**src/igcd_pkg.sv**
```systemverilog
`timescale 1ns / 1ps

package igcd_pkg;

    localparam int PIX_W  = 16;
    localparam int DIFF_W = 17;
    localparam int GRAD_W = 18;
    localparam int COL_W  = 12;
    localparam int ROW_W  = 16;
    localparam int IMGW_W = 13;
    localparam int IMGH_W = 16;
    localparam int APB_AW = 3;
    localparam int APB_DW = 32;

    // Register index, taken from paddr[2]
    localparam logic REG_IMAGE_WIDTH  = 1'b0;
    localparam logic REG_IMAGE_HEIGHT = 1'b1;

    localparam logic [IMGW_W-1:0] IMAGE_WIDTH_RST  = 13'd640;
    localparam logic [IMGH_W-1:0] IMAGE_HEIGHT_RST = 16'd480;

    // Result slots released by one pixel, in delivery order
    localparam logic [2:0] PICK_CUR    = 3'b001;  // pixel above, row y-1
    localparam logic [2:0] PICK_LEFT   = 3'b010;  // left neighbour on the last row
    localparam logic [2:0] PICK_CORNER = 3'b100;  // bottom right corner

    typedef logic signed [PIX_W-1:0]  t_pix;
    typedef logic signed [DIFF_W-1:0] t_diff;
    typedef logic signed [GRAD_W-1:0] t_grad;

    typedef struct packed {
        t_pix               pix;
        t_pix               prev;
        t_pix               prev2;
        t_pix               left;
        t_pix               c;
        t_pix               right;
        t_pix               up;
        logic [COL_W-1:0]   col;
        logic [ROW_W-1:0]   row;
        logic               col0;
        logic               col1;
        logic               lastcol;
        logic               row1;
    } t_stage;

    typedef struct packed {
        t_grad              gx;
        t_grad              gy;
        logic [COL_W-1:0]   col;
        logic [ROW_W-1:0]   row;
        logic               last;
    } t_result;

    function automatic t_diff diff(input t_pix a, input t_pix b);
        t_diff ea;
        t_diff eb;
        ea = {a[PIX_W-1], a};
        eb = {b[PIX_W-1], b};
        return ea - eb;
    endfunction

    function automatic t_grad dbl(input t_diff d);
        return {d, 1'b0};
    endfunction

    function automatic t_grad sext(input t_diff d);
        return {d[DIFF_W-1], d};
    endfunction

endpackage

```
**src/igcd_pick.sv**
```systemverilog
`timescale 1ns / 1ps

module igcd_pick (
    input  igcd_pkg::t_stage  i_stage,
    input  logic [2:0]        i_mask,
    output logic [2:0]        o_pick,
    output igcd_pkg::t_result o_result
);

    // Lowest pending slot goes first
    assign o_pick = i_mask & (~i_mask + 3'd1);

    always_comb begin
        o_result = '0;
        case (o_pick)
            igcd_pkg::PICK_CUR: begin
                if (i_stage.col0) begin
                    o_result.gx = igcd_pkg::dbl(igcd_pkg::diff(i_stage.right, i_stage.c));
                end else if (i_stage.lastcol) begin
                    o_result.gx = igcd_pkg::dbl(igcd_pkg::diff(i_stage.c, i_stage.left));
                end else begin
                    o_result.gx = igcd_pkg::sext(igcd_pkg::diff(i_stage.right, i_stage.left));
                end
                if (i_stage.row1) begin
                    o_result.gy = igcd_pkg::dbl(igcd_pkg::diff(i_stage.c, i_stage.pix));
                end else begin
                    o_result.gy = igcd_pkg::sext(igcd_pkg::diff(i_stage.up, i_stage.pix));
                end
                o_result.col  = i_stage.col;
                o_result.row  = i_stage.row - igcd_pkg::ROW_W'(1);
                o_result.last = 1'b0;
            end
            igcd_pkg::PICK_LEFT: begin
                if (i_stage.col1) begin
                    o_result.gx = igcd_pkg::dbl(igcd_pkg::diff(i_stage.pix, i_stage.prev));
                end else begin
                    o_result.gx = igcd_pkg::sext(igcd_pkg::diff(i_stage.pix, i_stage.prev2));
                end
                o_result.gy   = igcd_pkg::dbl(igcd_pkg::diff(i_stage.left, i_stage.prev));
                o_result.col  = i_stage.col - igcd_pkg::COL_W'(1);
                o_result.row  = i_stage.row;
                o_result.last = 1'b0;
            end
            igcd_pkg::PICK_CORNER: begin
                o_result.gx   = igcd_pkg::dbl(igcd_pkg::diff(i_stage.pix, i_stage.prev));
                o_result.gy   = igcd_pkg::dbl(igcd_pkg::diff(i_stage.c, i_stage.pix));
                o_result.col  = i_stage.col;
                o_result.row  = i_stage.row;
                o_result.last = 1'b1;
            end
            default: begin
                o_result = '0;
            end
        endcase
    end

endmodule

```
**config.mk**
```make
export PLATFORM = sky130hd
export DESIGN_NAME = igcd_pick
export DESIGN_NICKNAME = d
export VERILOG_FILES = /design/src/igcd_pkg.sv /design/src/igcd_pick.sv
export SDC_FILE = /design/constraint.sdc
export NUM_CORES = 1
export LEC_CHECK = 0
export ABC_CLOCK_PERIOD_IN_PS = 4100
export CAP_MARGIN = 10
export CORE_MARGIN = 1
export CORE_UTILIZATION = 29
export DETAILED_ROUTE_END_ITERATION = 10
export DONT_BUFFER_PORTS = 1
export PLACE_DENSITY_LB_ADDON = 0.3
export SLEW_MARGIN = 40
export SYNTH_ARGS = -nofsm -noshare
export SYNTH_HDL_FRONTEND = slang
export SYNTH_SLANG_ARGS = --single-unit
```
**constraint.sdc**
```tcl
create_clock -name vclk -period 4.1
set_input_delay 0.615 -clock vclk [all_inputs]
set_output_delay 0.615 -clock vclk [all_outputs]
set_load 0.005 [all_outputs]
```
==> metrics <==
status=finished, final reports clean; vias after detailed routing=7361; fin cells=1335; Max IR drop VDD=44.0 uV; Placed Cells=1334; Die ar.=24900 um^2; total gr overflow=0; fraction of the cycle the final worst path needs=0.939; maxcap violations=0; WL met2=12.0 mm; CTS Hold Bufs=0; Syn Area/Cell=6.88 um^2; DR pass1 iterations=5; DR WL/cell=19.0 um; WS Path Type=in -> out; Die Y-Extent=158 um; largest net degree at the start of global routing=30; first-pass GRT wire length=37.5 mm; Internal=0.484 mW; max layer used=met4; Initial DRC Count=449; pwr dens=150 nW/um^2; worst setup path startpoint=i_stage[32]; antenna violations before repair=1; Worst setup endpoint=o_result[46]; routed wire length=25.4 mm; type of the worst min-delay path=in -> out; Starting Density=0.298; Mapped Cells=1021; Post-Syn Area=7030 um^2; sequential-to-total area share from yosys stat=0; GRT Overall Usage=0.194; Distinct cells, synth=72; DPL Wire Length=22.4 mm; Routed Antenna Nets=0; Slew Limit Headroom=0.566; # IOs=215; Final Hold Viols=0; setup bufs post-CTS=0; synthesis warning total=0; Synthesized Nets=1306; Critical Path AT=3.23 ns; Worst-Margin Slew=0.646 ns; Layout area overhead=6.04%; maximum fanout along the worst path=3; vias in the first global route=7044; DRC Markers=0; Final Max Slew Viols=0; number of fill cells=2590; Die X=158 um; endpoint type of the worst setup path=primary output; PortBufs=0; RSZ-0062 raised after global routing=no; dominant cell type by area after synthesis=ha_1; CLK BUF=0; Sw Pwr=0.631 mW; fin crit period=3.85 ns; vias per inst=5.51; share of cells above drive strength 1=0.0296; num rows=56; DR WL met3=1.60 mm; GPL Wtd Cong=0.917; switching portion of total power=0.566; largest cells by area after synthesis=ha_1 (23%), xnor2_1 (7.7%), a21oi_1 (5.9%); share of Yosys cell area claimed by the top area cell type=0.231; Comb pwr share=1.000; nets=1302; type of origin of the critical path=input pin; final setup violation count=0; clock power share=0; Core Box Area=23600 um^2; seq_cells=0; Tot Pwr=1.11 mW; f_max=260 MHz; sequential fraction of design power=0; Lkg Pwr=3.43 nW; FF/Latch Area=0 um^2; CP required=3.48 ns; total negative slack=0 ns; wl on met1=11.2 mm
## cells in the final DEF, fill, tap and decap left out, drive strengths merged, types with 23 or more instances in the layout
master  instances
nor2           78
ha            130
o21ai          79
a21oi          83
nand2b         33
nand2          71
xnor2          62
a21o           33
nor3           23
xor2           45
inv           106
## power by group through the flow
stage	combinational, mW	sequential, mW	clock [mW]
after floorplan	0.877	0	0
after global placement	1.09	0	0
after detailed placement	1.10	0	0
after CTS	1.11	0	0
after global routing	1.24	0	0.0000000326
final	1.11	0	0.0000000327
## stage by stage
step	area, um^2	setup WS [ns]	util	hold WS, ns
after floorplan	7030	0.723	-	1.27
after global placement	7440	0.297	0.315	1.23
after detailed placement	7440	0.228	0.315	1.23
after CTS	7440	0.225	0.315	1.23
after global routing	7450	0.0327	0.316	1.23
final	7450	0.250	0.316	1.23
## layer usage
layer | vias up | GRT usage
met5 | - | 0
met3 | 31 | 0.0315
met1 | 3399 | 0.235
met2 | 206 | 0.353
li1 | 3725 | -
met4 | 0 | 0.0472
## cells in the mapped netlist, drive strengths merged, types with 4 or more instances
master and count:
a31oi 12, ha 130, xor2 45, o31ai 4, nand2 71, o31a 6
o221a 4, inv 106, o22ai 8, or3 19, nand2b 33, xnor2 62
or4 6, a211o 4, nor4 11, a22oi 7, o211ai 12, nand3 19
nor2 78, clkbuf 14, fa 8, nor2b 19, o21ai 79, and3 8
nor3b 6, and2 5, nor3 23, or2 4, a211oi 14, o21bai 4
a21oi 83, a21o 33, o21a 19, o221ai 14
## cell type report
cell class / instances / area, um^2 / area share
inverters: 108 / 405 / 0.0544
multi-input cells: 897 / 6570 / 0.882
diodes: 1 / 2.50 / 0.000336
well taps: 319 / 399 / 0.0536
repair buffers: 10 / 75.1 / 0.0101
## cell families after synthesis
logic type	after synthesis	synth area share
AO/OA/AOI/OAI	341	0.324
AND/OR/NAND/NOR	307	0.216
multiplexers	4	0.00588
adder cells (fa/ha/maj)	138	0.254
XOR/XNOR	107	0.133
buffers and inverters	124	0.0668
## how the worst min path moves through the flow
stage / from / end / slack, ns / cells past startpoint
after floorplan: i_stage[0] / o_result[29] / 1.27 / 1
after global placement: i_mask[0] / o_pick[0] / 1.23 / 0
after detailed placement: i_mask[0] / o_pick[0] / 1.23 / 0
after CTS: i_mask[0] / o_pick[0] / 1.23 / 0
after global routing: i_mask[0] / o_pick[0] / 1.23 / 0
final: i_mask[0] / o_pick[0] / 1.23 / 0
## critical path, stage by stage
cell	delay, ns
inv_1	0.02
ha_1	0.22
fa_1	0.39
nand2b_1	0.20
a21oi_1	0.26
nor2_1	0.10
o21ai_1	0.26
a31oi_1	0.21
o22ai_1	0.26
nor2_1	0.09
o41ai_1	0.42
o22ai_1	0.19
## what timing repair did
action                     in CTS  in global routing
gates resized for setup         0                  2
setup endpoints to repair       0                  1
hold endpoints to repair        0                  0
(Power assumes the default switching activity.)
